<file path="src/vwpbp_pkg.sv">
// shared types and constants of the pair bit packer
`timescale 1ns / 1ps

package vwpbp_pkg;

   localparam int MAX_CODE_BITS = 16;
   localparam int CODE_FIELD_BITS = 16;
   localparam int BITS_PER_BYTE = 8;
   localparam int PEND_BITS = BITS_PER_BYTE - 1;
   localparam int CNT_BITS = 3;
   localparam int ACC_BITS = 31;
   localparam int MAX_BYTES = 3;
   localparam int NBYTE_BITS = 2;

   // effective code width ceiling: the smaller of the limit and the field width
   localparam int WIDTH_LIMIT_INT =
      (MAX_CODE_BITS < CODE_FIELD_BITS) ? MAX_CODE_BITS : CODE_FIELD_BITS;
   localparam logic [4:0] WIDTH_LIMIT = 5'(WIDTH_LIMIT_INT);

   localparam logic OP_APPEND = 1'b0;
   localparam logic OP_FLUSH = 1'b1;

   typedef struct packed {
      logic        operation;
      logic [15:0] code;
      logic [4:0]  code_width;
      logic [7:0]  symbol;
   } req_payload_type;

   typedef struct packed {
      logic [7:0] out_byte;
      logic       last_byte;
   } rsp_payload_type;

   // bytes completed by one request, earliest byte in the low bits
   typedef struct packed {
      logic [MAX_BYTES*BITS_PER_BYTE-1:0] data;
      logic [NBYTE_BITS-1:0]              count;
   } pack_result_type;

endpackage

</file>
<file path="src/vwpbp_pack.sv">
// bit accumulator: merges one request into the pending bits
`timescale 1ns / 1ps

module vwpbp_pack (
   input  logic                      clock,
   input  logic                      reset,
   input  logic                      load,
   input  vwpbp_pkg::req_payload_type item,
   output vwpbp_pkg::pack_result_type result
);
   import vwpbp_pkg::*;

   logic [PEND_BITS-1:0] pend_bits_ff, pend_bits_in;
   logic [CNT_BITS-1:0]  pend_cnt_ff, pend_cnt_in;

   logic [4:0]          width;
   logic [15:0]         mask;
   logic [15:0]         code_masked;
   logic [4:0]          sym_pos;
   logic [4:0]          total;
   logic [ACC_BITS-1:0] acc;

   always_comb begin
      width = (item.code_width > WIDTH_LIMIT) ? WIDTH_LIMIT : item.code_width;
      mask = ~({16{1'b1}} << width);
      code_masked = item.code & mask;
      sym_pos = 5'(pend_cnt_ff) + width;
      total = sym_pos + 5'(BITS_PER_BYTE);
      acc = {{(ACC_BITS-PEND_BITS){1'b0}}, pend_bits_ff}
          | ({{(ACC_BITS-16){1'b0}}, code_masked} << pend_cnt_ff)
          | ({{(ACC_BITS-8){1'b0}}, item.symbol} << sym_pos);
   end

   always_comb begin
      result.data = '0;
      result.count = '0;
      pend_bits_in = '0;
      pend_cnt_in = '0;
      if (item.operation == OP_FLUSH) begin
         // padded partial byte, only when bits are waiting
         result.data = {{(MAX_BYTES*BITS_PER_BYTE-PEND_BITS){1'b0}}, pend_bits_ff};
         result.count = (pend_cnt_ff != '0) ? NBYTE_BITS'(1) : '0;
      end else begin
         result.data = acc[MAX_BYTES*BITS_PER_BYTE-1:0];
         result.count = total[4:3];
         pend_cnt_in = total[2:0];
         unique case (total[4:3])
            2'd1:    pend_bits_in = acc[14:8];
            2'd2:    pend_bits_in = acc[22:16];
            2'd3:    pend_bits_in = acc[30:24];
            default: pend_bits_in = '0;
         endcase
      end
   end

   always_ff @(posedge clock) begin
      if (reset) begin
         pend_bits_ff <= '0;
         pend_cnt_ff <= '0;
      end else if (load) begin
         pend_bits_ff <= pend_bits_in;
         pend_cnt_ff <= pend_cnt_in;
      end
   end

endmodule

</file>
<file path="src/vwpbp_drain.sv">
// result register: hands out the completed bytes one per cycle while rsp_stall is low
`timescale 1ns / 1ps

module vwpbp_drain (
   input  logic                       clock,
   input  logic                       reset,
   input  logic                       load,
   input  vwpbp_pkg::pack_result_type result,
   output logic                       free,
   output logic                       rsp_valid,
   input  logic                       rsp_stall,
   output vwpbp_pkg::rsp_payload_type rsp_payload
);
   import vwpbp_pkg::*;

   logic [MAX_BYTES*BITS_PER_BYTE-1:0] data_ff;
   logic [NBYTE_BITS-1:0]              left_ff;
   logic                               take;

   assign rsp_valid = (left_ff != '0);
   assign take = rsp_valid && !rsp_stall;
   // free now, or free once the last byte goes this cycle
   assign free = (left_ff == '0) || (left_ff == NBYTE_BITS'(1) && take);
   assign rsp_payload.out_byte = data_ff[BITS_PER_BYTE-1:0];
   assign rsp_payload.last_byte = (left_ff == NBYTE_BITS'(1));

   always_ff @(posedge clock) begin
      if (reset) begin
         left_ff <= '0;
      end else if (load) begin
         left_ff <= result.count;
      end else if (take) begin
         left_ff <= left_ff - NBYTE_BITS'(1);
      end
   end

   always_ff @(posedge clock) begin
      if (load) begin
         data_ff <= result.data;
      end else if (take) begin
         data_ff <= data_ff >> BITS_PER_BYTE;
      end
   end

endmodule

</file>
<file path="src/variable_width_pair_bit_packer_core.sv">
// top level of the lsb-first pair bit packer
//
//   channel  direction  carries
//   req_     in         append pair (code, width, symbol) or flush request
//   rsp_     out        one packed byte with an end-of-request marker
//
// a request waits in the input register until the result register is free,
// then merges into the result register, which sends one byte per cycle
// while rsp_ is not stalled: an append yields one to three bytes, a flush
// one byte or none; the result register's byte-per-cycle output sets the rate
// synchronous active-high reset empties both registers and the pending bits
// a stall on rsp_ holds the byte; req_stall rises once the input register
// is full and the result register holds more than a last byte leaving now
`timescale 1ns / 1ps

module variable_width_pair_bit_packer_core (
   input  logic                       clock,
   input  logic                       reset,
   input  logic                       req_valid,
   output logic                       req_stall,
   input  vwpbp_pkg::req_payload_type req_payload,
   output logic                       rsp_valid,
   input  logic                       rsp_stall,
   output vwpbp_pkg::rsp_payload_type rsp_payload
);
   import vwpbp_pkg::*;

   // input register
   logic            in_valid_ff;
   req_payload_type in_item_ff;

   logic            free;
   logic            move;
   pack_result_type result;

   // request moves into the result register as soon as it has room
   assign move = in_valid_ff && free;
   assign req_stall = in_valid_ff && !free;

   always_ff @(posedge clock) begin
      if (reset) begin
         in_valid_ff <= 1'b0;
      end else if (req_valid && !req_stall) begin
         in_valid_ff <= 1'b1;
      end else if (move) begin
         in_valid_ff <= 1'b0;
      end
   end

   always_ff @(posedge clock) begin
      if (req_valid && !req_stall) begin
         in_item_ff <= req_payload;
      end
   end

   // merge with the pending bits, pending state advances on the move
   vwpbp_pack u_pack (
      .clock  (clock),
      .reset  (reset),
      .load   (move),
      .item   (in_item_ff),
      .result (result)
   );

   // completed bytes leave one per cycle while rsp_stall is low
   vwpbp_drain u_drain (
      .clock       (clock),
      .reset       (reset),
      .load        (move),
      .result      (result),
      .free        (free),
      .rsp_valid   (rsp_valid),
      .rsp_stall   (rsp_stall),
      .rsp_payload (rsp_payload)
   );

endmodule

</file>
<file path="config.mk">
export PLATFORM = sky130hd
export DESIGN_NAME = variable_width_pair_bit_packer_core
export DESIGN_NICKNAME = d
export VERILOG_FILES = /design/src/vwpbp_pkg.sv /design/src/vwpbp_pack.sv /design/src/vwpbp_drain.sv /design/src/variable_width_pair_bit_packer_core.sv
export SDC_FILE = /design/constraint.sdc
export NUM_CORES = 1
export LEC_CHECK = 0
export ABC_AREA = 1
export ABC_CLOCK_PERIOD_IN_PS = 6700
export BUFFER_PORTS_ARGS = -buffer_cell sky130_fd_sc_hd__buf_2
export CORE_MARGIN = 2
export CORE_UTILIZATION = 30
export DETAILED_ROUTE_END_ITERATION = 6
export GPL_TIMING_DRIVEN = 0
export HOLD_SLACK_MARGIN = 0.02
export PLACE_DENSITY = 0.44
export SLEW_MARGIN = 20
export SYNTH_ARGS = -nofsm -noshare
export SYNTH_HDL_FRONTEND = slang
export SYNTH_SLANG_ARGS = --single-unit
</file>
<file path="constraint.sdc">
create_clock -name clock -period 6.7 [get_ports clock]
set_input_delay 0.335 -clock clock [delete_from_list [all_inputs] [get_ports clock]]
set_output_delay 0.335 -clock clock [all_outputs]
set_load 0.02 [all_outputs]
</file>
==> results of run 1 <==
-- layout make-up --
| type | count | area (sq um) |
|---|---|---|
| Fill cell | 1493 | 8842 |
| Timing Repair Buffer | 45 | 247.7 |
| Sequential cell | 67 | 1882 |
| Tap cell | 180 | 225.2 |
| Multi-Input combinational cell | 430 | 2077 |
| Clock buffer | 10 | 239.0 |
| Inverter | 39 | 146.4 |
| Buffer | 34 | 186.4 |
| Clock inverter | 6 | 88.84 |
-- cell families (layout without fill, tap and decap cells) --
family / Yosys count / after routing / synth area share, %
multiplexers: 1 / 1 / 0.2339
adder cells (fa/ha/maj): 8 / 8 / 2.339
AO/OA/AOI/OAI: 86 / 86 / 11.78
AND/OR/NAND/NOR: 335 / 335 / 33.91
flip-flops: 67 / 67 / 43.96
buffers and inverters: 73 / 134 / 7.775
-- path summary, 6_finish.rpt --
path	startpoint	depth (start not counted)	slack [ns]	end
hold / removal	req_payload[12]	1	0.16	in_item_ff[12]$_DFFE_PP_
setup / recovery	u_pack.pend_cnt_ff[1]$_SDFFE_PP0P_	14	3.25	u_drain.data_ff[15]$_DFFE_PP_
setup reg to reg	u_pack.pend_cnt_ff[1]$_SDFFE_PP0P_	14	3.25	u_drain.data_ff[15]$_DFFE_PP_
hold reg to reg	u_pack.pend_bits_ff[0]$_SDFFE_PP0P_	2	0.47	u_pack.pend_bits_ff[0]$_SDFFE_PP0P_
-- cells in the final DEF (no fill, tap or decap), drive strengths merged --
cell type / instances
a311oi: 1
nor4: 1
nor3: 3
a31oi: 3
o21ai: 43
clkinvlp: 2
nand2: 191
o211ai: 5
or2: 1
buf: 61
a21oi: 20
clkinv: 4
clkbuf: 28
ha: 8
nor2: 41
edfxtp: 54
dfxtp: 13
and2: 1
bufinv: 2
nand3: 97
a21boi: 1
inv: 37
a22o: 8
a32o: 4
mux2i: 1
o22ai: 1
-- sequential cells by signal (all words and copies together) (netlist names) --
name and count:
in_item_ff 30, in_valid_ff 1, u_drain.data_ff 24, u_drain.left_ff 2, u_pack.pend_bits_ff 7, u_pack.pend_cnt_ff 3
-- power groups by stage --
stage,combinational (W),sequential (W),clock (W)
after floorplan,0.000437,0.000612,0
after global placement,0.000609,0.000623,0
after detailed placement,0.000637,0.000618,0
after CTS,0.000640,0.000610,0.000533
after global routing,0.000714,0.000621,0.000551
final,0.000638,0.000608,0.000521
-- metal layers --
metal  vias up  routed length, microns  part of all wire (%)
met5         -                       0                     0
met4         0                     295                   2.4
met3        20                     426                   3.4
met2        76                    5775                    46
met1      1824                    5947                    48
li1       2041                       -                     -
-- per-stage QoR --
stage / util, % / hold slack [ns]
after floorplan: - / 0.4041
after global placement: 33.91 / 0.4571
after detailed placement: 34.19 / 0.4596
after CTS: 36.54 / 0.1498
after global routing: 36.54 / 0.1496
final: 36.54 / 0.1562
==> run_results.csv, run 1 <==
group,metric,value,unit
status,status,"complete, no violations",
placed_design,place_hpwl,9872,microns
cts,ctsLongestPathBuffers,2,
sta,max_freq,289.5,MHz
synthesis,synth.cell_area,4280,sq um
synthesis,synth-seq-area-share,43.96,%
worst_setup_path,largest_stage_delay_on_the_critical_path,0.44,ns
cts,cts_resized,0,
pwr,cellLeakagePower,2.210,nW
grt,grt_util_met3,3.459,%
worst_setup_path,cp_cell_sequence,"inv_1 > clkbuf_1 > clkbuf_1 > nand2_1 > nand2_1 > inv_1 > ha_1 > clkbuf_1 > nand3_1 > nand3_1 > o21ai_0 > a32o_1 > o21ai_0 > nand2_1",
pwr,total_power,0.001767,W
grt,number_of_global_route_vias_before_repair,3758,
sta,final.setup_skew,0.005826,ns
routing,count_of_vias_placed_by_the_detailed_router,3961,
synthesis,synth-edff-count,54,
pwr,p_comb_share,36.1,%
sta,post_layout_min_period,3.454,ns
synthesis,dominant_synthesized_flop_cell,"sky130_fd_sc_hd__edfxtp_1",
worst_setup_path,critical-path-slowest-cell,"sky130_fd_sc_hd__clkbuf_1",
pwr,cellInternalPower,0.001135,W
sta,finalHoldViolCount,0,
synthesis,yosys_register_bits,67,
floorplanning,io_pins,45,
floorplanning,chipWidth,123.5,microns
cts,ctsHoldBuffers,0,
worst_setup_path,crit_type,"register to register",
cts,root_buffer,"sky130_fd_sc_hd__clkbuf_16",
synthesis,syn_area_per_cell,7.509,sq um
routing,detailedRoute.firstIterationViolations,273,
floorplanning,placement_rows,43,
cts,cts.repair_timing.setup_buffer_count,0,
synthesis,fraction_of_post_synthesis_cell_area_in_the_top_cell_type_by_area,37.88,%
cts,clkTransAtPathRegs,0.06,ns
synthesis,yosysTopAreaCell,"sky130_fd_sc_hd__edfxtp_1",
routing,drt-wirelength-per-cell,15.35,microns
pwr,power.density,347.0,nW/um^2
sta,slew_headroom,58.13,%
layout,fin_area,5092,sq um
worst_setup_path,timing.critical_path.from_type,"register",
cts,clock_latency,0.35,ns
cts,htree_levels,3,
worst_setup_path,critical_path_required,6.79,ns
synthesis,synth_most_common_cell,"sky130_fd_sc_hd__nand2_1",
grt,grt_start_max_net_pins,31,
placed_design,gp_congestion,0.9457,
layout,drive_above_1_share,15.21,%
synthesis,synth.top_cells.by_count,"sky130_fd_sc_hd__nand2_1 (183), sky130_fd_sc_hd__nand3_1 (95), sky130_fd_sc_hd__edfxtp_1 (54)",
grt,globalRouteOverflowTotal,0,
layout,antenna_cells,0,
worst_setup_path,critical_path_fanout_max,10,
placed_design,place_inst,795,
flow_run,maxCapViolations,0,
sta,finalMaxSlewViolations,0,
cts,numCtsBuffers,9,
synthesis,synthesis.yosys.warnings,0,
sta,rsz0062_at_grt,"false",
layout,num-nets-final,668,
floorplanning,dieArea,15240,sq um
placed_design,post-place-ws,3.234,ns
routing,route.antenna.remaining_nets,0,
placed_design,port-buffer-count,44,
sta,worst-slew-pin-transition,0.6281,ns
pwr,vdd_ir_drop_max,139.9,uV
pwr,power_frac_clock,29.5,%
grt,globalRoute.busiestLayer,"met2",
grt,gr-usage-all-layers,17.70,%
worst_setup_path,endpoint_kind,"register",
sta,fin_tns_setup,0,ns
pwr,p_seq_share,34.4,%
floorplanning,dieHeight,123.5,microns
synthesis,synth_cell_types,33,
routing,drc,0,
grt,groute.layer.met2.usage,28.37,%
routing,detail_route.wirelength,12450,microns
layout,area.growth.synth_to_final,18.97,%
floorplanning,area_of_the_core_region,13930,sq um
synthesis,ys_top_cells_by_area,"sky130_fd_sc_hd__edfxtp_1 (38%), sky130_fd_sc_hd__nand2_1 (16%), sky130_fd_sc_hd__nand3_1 (11%)",
floorplanning,initial_utilization,30.72,%
synthesis,async_reset_ff_share,0,%
worst_setup_path,critPathArrivalTime,3.54,ns
pwr,p_switching,0.0006325,W
placed_design,detailed_place.area,4765,sq um
sta,finalSetupViolCount,0,
worst_setup_path,critical_path.top_delay_family,"buffers and inverters",
grt,antenna_violations_before_repair,0,
grt,globalRouteMet1Util,23.19,%
cts,cts_sinks,67,
synthesis,net_count_synth,612,
hold_path,worst_hold_class,"input port to register",
routing,drt-pass1-iter-count,5,
cts,cts_tree,"built",
layout,final_cell_count_no_fill,811,
routing,detail_route.vias_per_cell,4.884,
pwr,power.share.switching,35.79,%
worst_setup_path,worst-path-buf-inv,5,
grt,grt_first_pass_wirelength,20020,microns
sta,final_min_period_over_clock_period,51.55,%
sta,timing.final.ws_setup,3.246,ns
synthesis,post_synth_inst_count,570,
No activity file was read; power rests on OpenSTA's default activity.
==> inputs of run 2 (changes only) <==
ABC_AREA = 0   (was 1)
ABC_CLOCK_PERIOD_IN_PS = 3400   (was 6700)
clock period = 3.4 ns   (was 6.7 ns; I/O delays follow)
==> run 2 against run 1 <==
  * Register-to-register slack got worse by 3.0 ns
  * Non-clock buffer count increased by 32
  * Clock power grew 60%
  * Sequential share of layout area is 3.2 points lower
  * Highest routed layer unchanged
  * Routed wire length rose by 16%
  * Core utilization grew 1.5 points
  * Final cell count shrank 8.5%
  * Largest cell class unchanged
==> run_results.csv, run 2 <==
group,metric,value,unit
grt,grt_start_max_net_pins,31,
layout,post-route-util,38.08,%
sta,final.setup_skew,0.005696,ns
cts,htree_levels,3,
layout,final_cell_mix,"sky130_fd_sc_hd__edfxtp_1 (54), sky130_fd_sc_hd__nor2_1 (50), sky130_fd_sc_hd__buf_2 (49)",
worst_setup_path,critPathArrivalTime,3.28,ns
worst_setup_path,crit_end,"u_drain.data_ff[7]$_DFFE_PP_",
pwr,cellLeakagePower,2.030,nW
status,status,"complete, no violations",
sta,finalSetupViolCount,0,
routing,detail_route.vias_per_cell,5.487,
synthesis,syn_area_per_cell,9.564,sq um
sta,post_layout_min_period,3.181,ns
floorplanning,dieHeight,126.7,microns
routing,drt-wirelength-per-cell,19.43,microns
layout,num-nets-final,595,
sta,max_freq,314.4,MHz
worst_setup_path,endpoint_kind,"register",
synthesis,synthesis.yosys.warnings,0,
grt,grt_first_pass_wirelength,23040,microns
worst_setup_path,reg2reg_setup_slack,0.22,ns
grt,antenna_violations_before_repair,0,
floorplanning,dieArea,16050,sq um
layout,largest_register_ffs,30,
cts,ctsLongestPathBuffers,2,
placed_design,gp_congestion,0.9008,
placed_design,port-buffer-count,43,
flow_run,maxCapViolations,0,
synthesis,async_reset_ff_share,0,%
grt,gr-usage-all-layers,18.75,%
layout,largest_registers,"in_item_ff x30, u_drain.data_ff x24, u_pack.pend_bits_ff x7",
floorplanning,placement_rows,44,
floorplanning,initial_utilization,30.83,%
worst_setup_path,critical_path.startpoint,"u_pack.pend_cnt_ff[0]$_SDFFE_PP0P_",
synthesis,ys_top_cells_by_area,"sky130_fd_sc_hd__edfxtp_1 (36%), sky130_fd_sc_hd__dfxtp_1 (5.8%), sky130_fd_sc_hd__nor2_1 (4.2%)",
floorplanning,io_pins,45,
sta,final_min_period_over_clock_period,93.56,%
pwr,p_comb_share,32.9,%
sta,finalMaxSlewViolations,0,
cts,clock_latency,0.34,ns
placed_design,post-place-ws,-0.6252,ns
grt,number_of_global_route_vias_before_repair,4018,
pwr,cellInternalPower,0.001904,W
pwr,vdd_ir_drop_max,221.8,uV
pwr,power.share.switching,33.96,%
routing,route.antenna.remaining_nets,0,
synthesis,synth-seq-area-share,41.69,%
sta,worst-slew-pin-transition,0.7107,ns
layout,fin_area,5577,sq um
worst_setup_path,critical_path_required,3.50,ns
sta,whs,0.07261,ns
hold_path,worst_hold_class,"input port to register",
synthesis,synth.top_cells.by_count,"sky130_fd_sc_hd__edfxtp_1 (54), sky130_fd_sc_hd__nor2_1 (51), sky130_fd_sc_hd__nand2_1 (46)",
routing,detail_route.wirelength,14420,microns
layout,most_common_cell_after_layout_fill_and_taps_aside,"sky130_fd_sc_hd__edfxtp_1",
cts,cts_sinks,67,
synthesis,fraction_of_post_synthesis_cell_area_in_the_top_cell_type_by_area,35.92,%
layout,area.growth.synth_to_final,23.53,%
sta,fin_tns_setup,0,ns
floorplanning,chipWidth,126.7,microns
grt,globalRouteOverflowTotal,0,
pwr,power.density,517.0,nW/um^2
synthesis,synth.cell_area,4514,sq um
routing,drt-pass1-iter-count,5,
worst_setup_path,reg2regPathDepth,10,
cts,clkTransAtPathRegs,0.06,ns
synthesis,synth-edff-count,54,
synthesis,post_synth_inst_count,472,
cts,cts_tree,"built",
sta,slew_headroom,52.62,%
synthesis,synth_cell_types,74,
routing,drc,0,
cts,numCtsBuffers,9,
synthesis,synth_most_common_cell,"sky130_fd_sc_hd__edfxtp_1",
placed_design,place_hpwl,10930,microns
routing,detailedRoute.firstIterationViolations,303,
worst_setup_path,critical_path_fanout_max,19,
worst_setup_path,worst_r2r_startpoint,"u_pack.pend_cnt_ff[0]$_SDFFE_PP0P_",
pwr,p_switching,0.0009790,W
worst_setup_path,crit_type,"register to register",
synthesis,yosys_register_bits,67,
layout,regMostFlops,"in_item_ff",
pwr,power_frac_clock,28.8,%
synthesis,dominant_synthesized_flop_cell,"sky130_fd_sc_hd__edfxtp_1",
layout,drive_above_1_share,20.07,%
cts,root_buffer,"sky130_fd_sc_hd__clkbuf_16",
sta,rsz0062_at_grt,"true",
synthesis,yosysTopAreaCell,"sky130_fd_sc_hd__edfxtp_1",
placed_design,detailed_place.area,5001,sq um
floorplanning,area_of_the_core_region,14640,sq um
sta,finalHoldViolCount,0,
worst_setup_path,timing.rr.end,"u_drain.data_ff[7]$_DFFE_PP_",
worst_setup_path,timing.critical_path.from_type,"register",
layout,antenna_cells,0,
routing,count_of_vias_placed_by_the_detailed_router,4071,
synthesis,net_count_synth,514,
sta,timing.final.ws_setup,0.2191,ns
pwr,p_seq_share,38.3,%
==> run 2: cell types whose count changed after synthesis, sizes merged, moves of 11 or more <==
| cell | previous run | this run |
|---|---|---|
| nor3 | 3 | 14 |
| inv | 37 | 15 |
| nand3 | 97 | 10 |
| nand2 | 191 | 46 |
| o21ai | 43 | 31 |
| mux2i | 1 | 15 |
==> run 2: final cells by class <==
| type | instances | area, sq um |
|---|---|---|
| fill | 1523 | 9067 |
| multi-input combinational | 347 | 2372 |
| sequential | 67 | 1882 |
| timing repair buffer | 76 | 558.0 |
| clock buffer | 12 | 236.5 |
| tap | 184 | 230.2 |
| buffer | 35 | 200.2 |
| inverter | 17 | 80.08 |
| clock inverter | 4 | 17.52 |
==> run 2: per-stage QoR <==
step,total power (W),std cells
after floorplan,0.001732,472
after global placement,0.002006,699
after detailed placement,0.002037,700
after CTS,0.002905,743
after global routing,0.003042,742
final,0.002883,742
==> run 2: worst min path at each step <==
stage	from	end	slack, ns	cells after the start
floorplan	req_payload[0]	in_item_ff[0]$_DFFE_PP_	0.27	0
global placement	req_payload[24]	in_item_ff[24]$_DFFE_PP_	0.35	1
detailed placement	req_payload[1]	in_item_ff[1]$_DFFE_PP_	0.35	1
CTS	req_valid	in_valid_ff$_SDFFE_PP0P_	0.07	3
global route	req_valid	in_valid_ff$_SDFFE_PP0P_	0.12	3
finish	req_valid	in_valid_ff$_SDFFE_PP0P_	0.07	3
==> run 2: what timing repair did <==
| action | 4_1_cts | 5_1_grt |
|---|---|---|
| endpoints found under the setup margin | 21 | 10 |
| setup buffers | 1 | 1 |
| endpoints found under the hold margin | 30 | 0 |
| hold buffers | 30 | 0 |
| gates resized for setup | 5 | 7 |
| pin swaps | 0 | 1 |
==> run 2: power groups by stage <==
stage          Combinational, W  Sequential, W  Clock, W
6_report               0.000949        0.00110  0.000831
5_1_grt                 0.00104        0.00112  0.000886
4_1_cts                0.000950        0.00110  0.000852
3_5_place_dp           0.000921        0.00112         0
3_3_place_gp           0.000887        0.00112         0
2_1_floorplan          0.000630        0.00110         0
==> run 2: cells by family (layout without fill, tap and decap cells) <==
| kind of cell | count (synthesis) | in the layout | share of synthesized area (%) |
|---|---|---|---|
| AO/OA/AOI/OAI | 155 | 155 | 24.45 |
| XOR/XNOR | 6 | 6 | 1.746 |
| adder cells (fa/ha/maj) | 8 | 8 | 2.217 |
| buffers and inverters | 58 | 144 | 6.430 |
| flip-flops | 67 | 67 | 41.69 |
| multiplexers | 24 | 24 | 7.428 |
| AND/OR/NAND/NOR | 154 | 154 | 16.05 |
==> run 2: worst max-delay path: stages (launching register included) <==
cell                       delay, ns
sky130_fd_sc_hd__dfxtp_1        0.30
sky130_fd_sc_hd__buf_2          0.27
sky130_fd_sc_hd__buf_4          0.29
sky130_fd_sc_hd__and3_1         0.21
sky130_fd_sc_hd__ha_1           0.21
sky130_fd_sc_hd__a21oi_2        0.07
sky130_fd_sc_hd__xnor2_1        0.46
sky130_fd_sc_hd__buf_2          0.32
sky130_fd_sc_hd__mux2i_1        0.37
sky130_fd_sc_hd__o221ai_1       0.20
sky130_fd_sc_hd__a22o_1         0.23
==> run 2: per-layer routing <==
metal	track usage [%]	wire length, microns	vias to the layer above
met5	0	0	-
met4	6.917	281	0
met3	3.501	769	19
met2	28.84	6455	124
met1	26.39	6908	1975
li1	-	-	1953
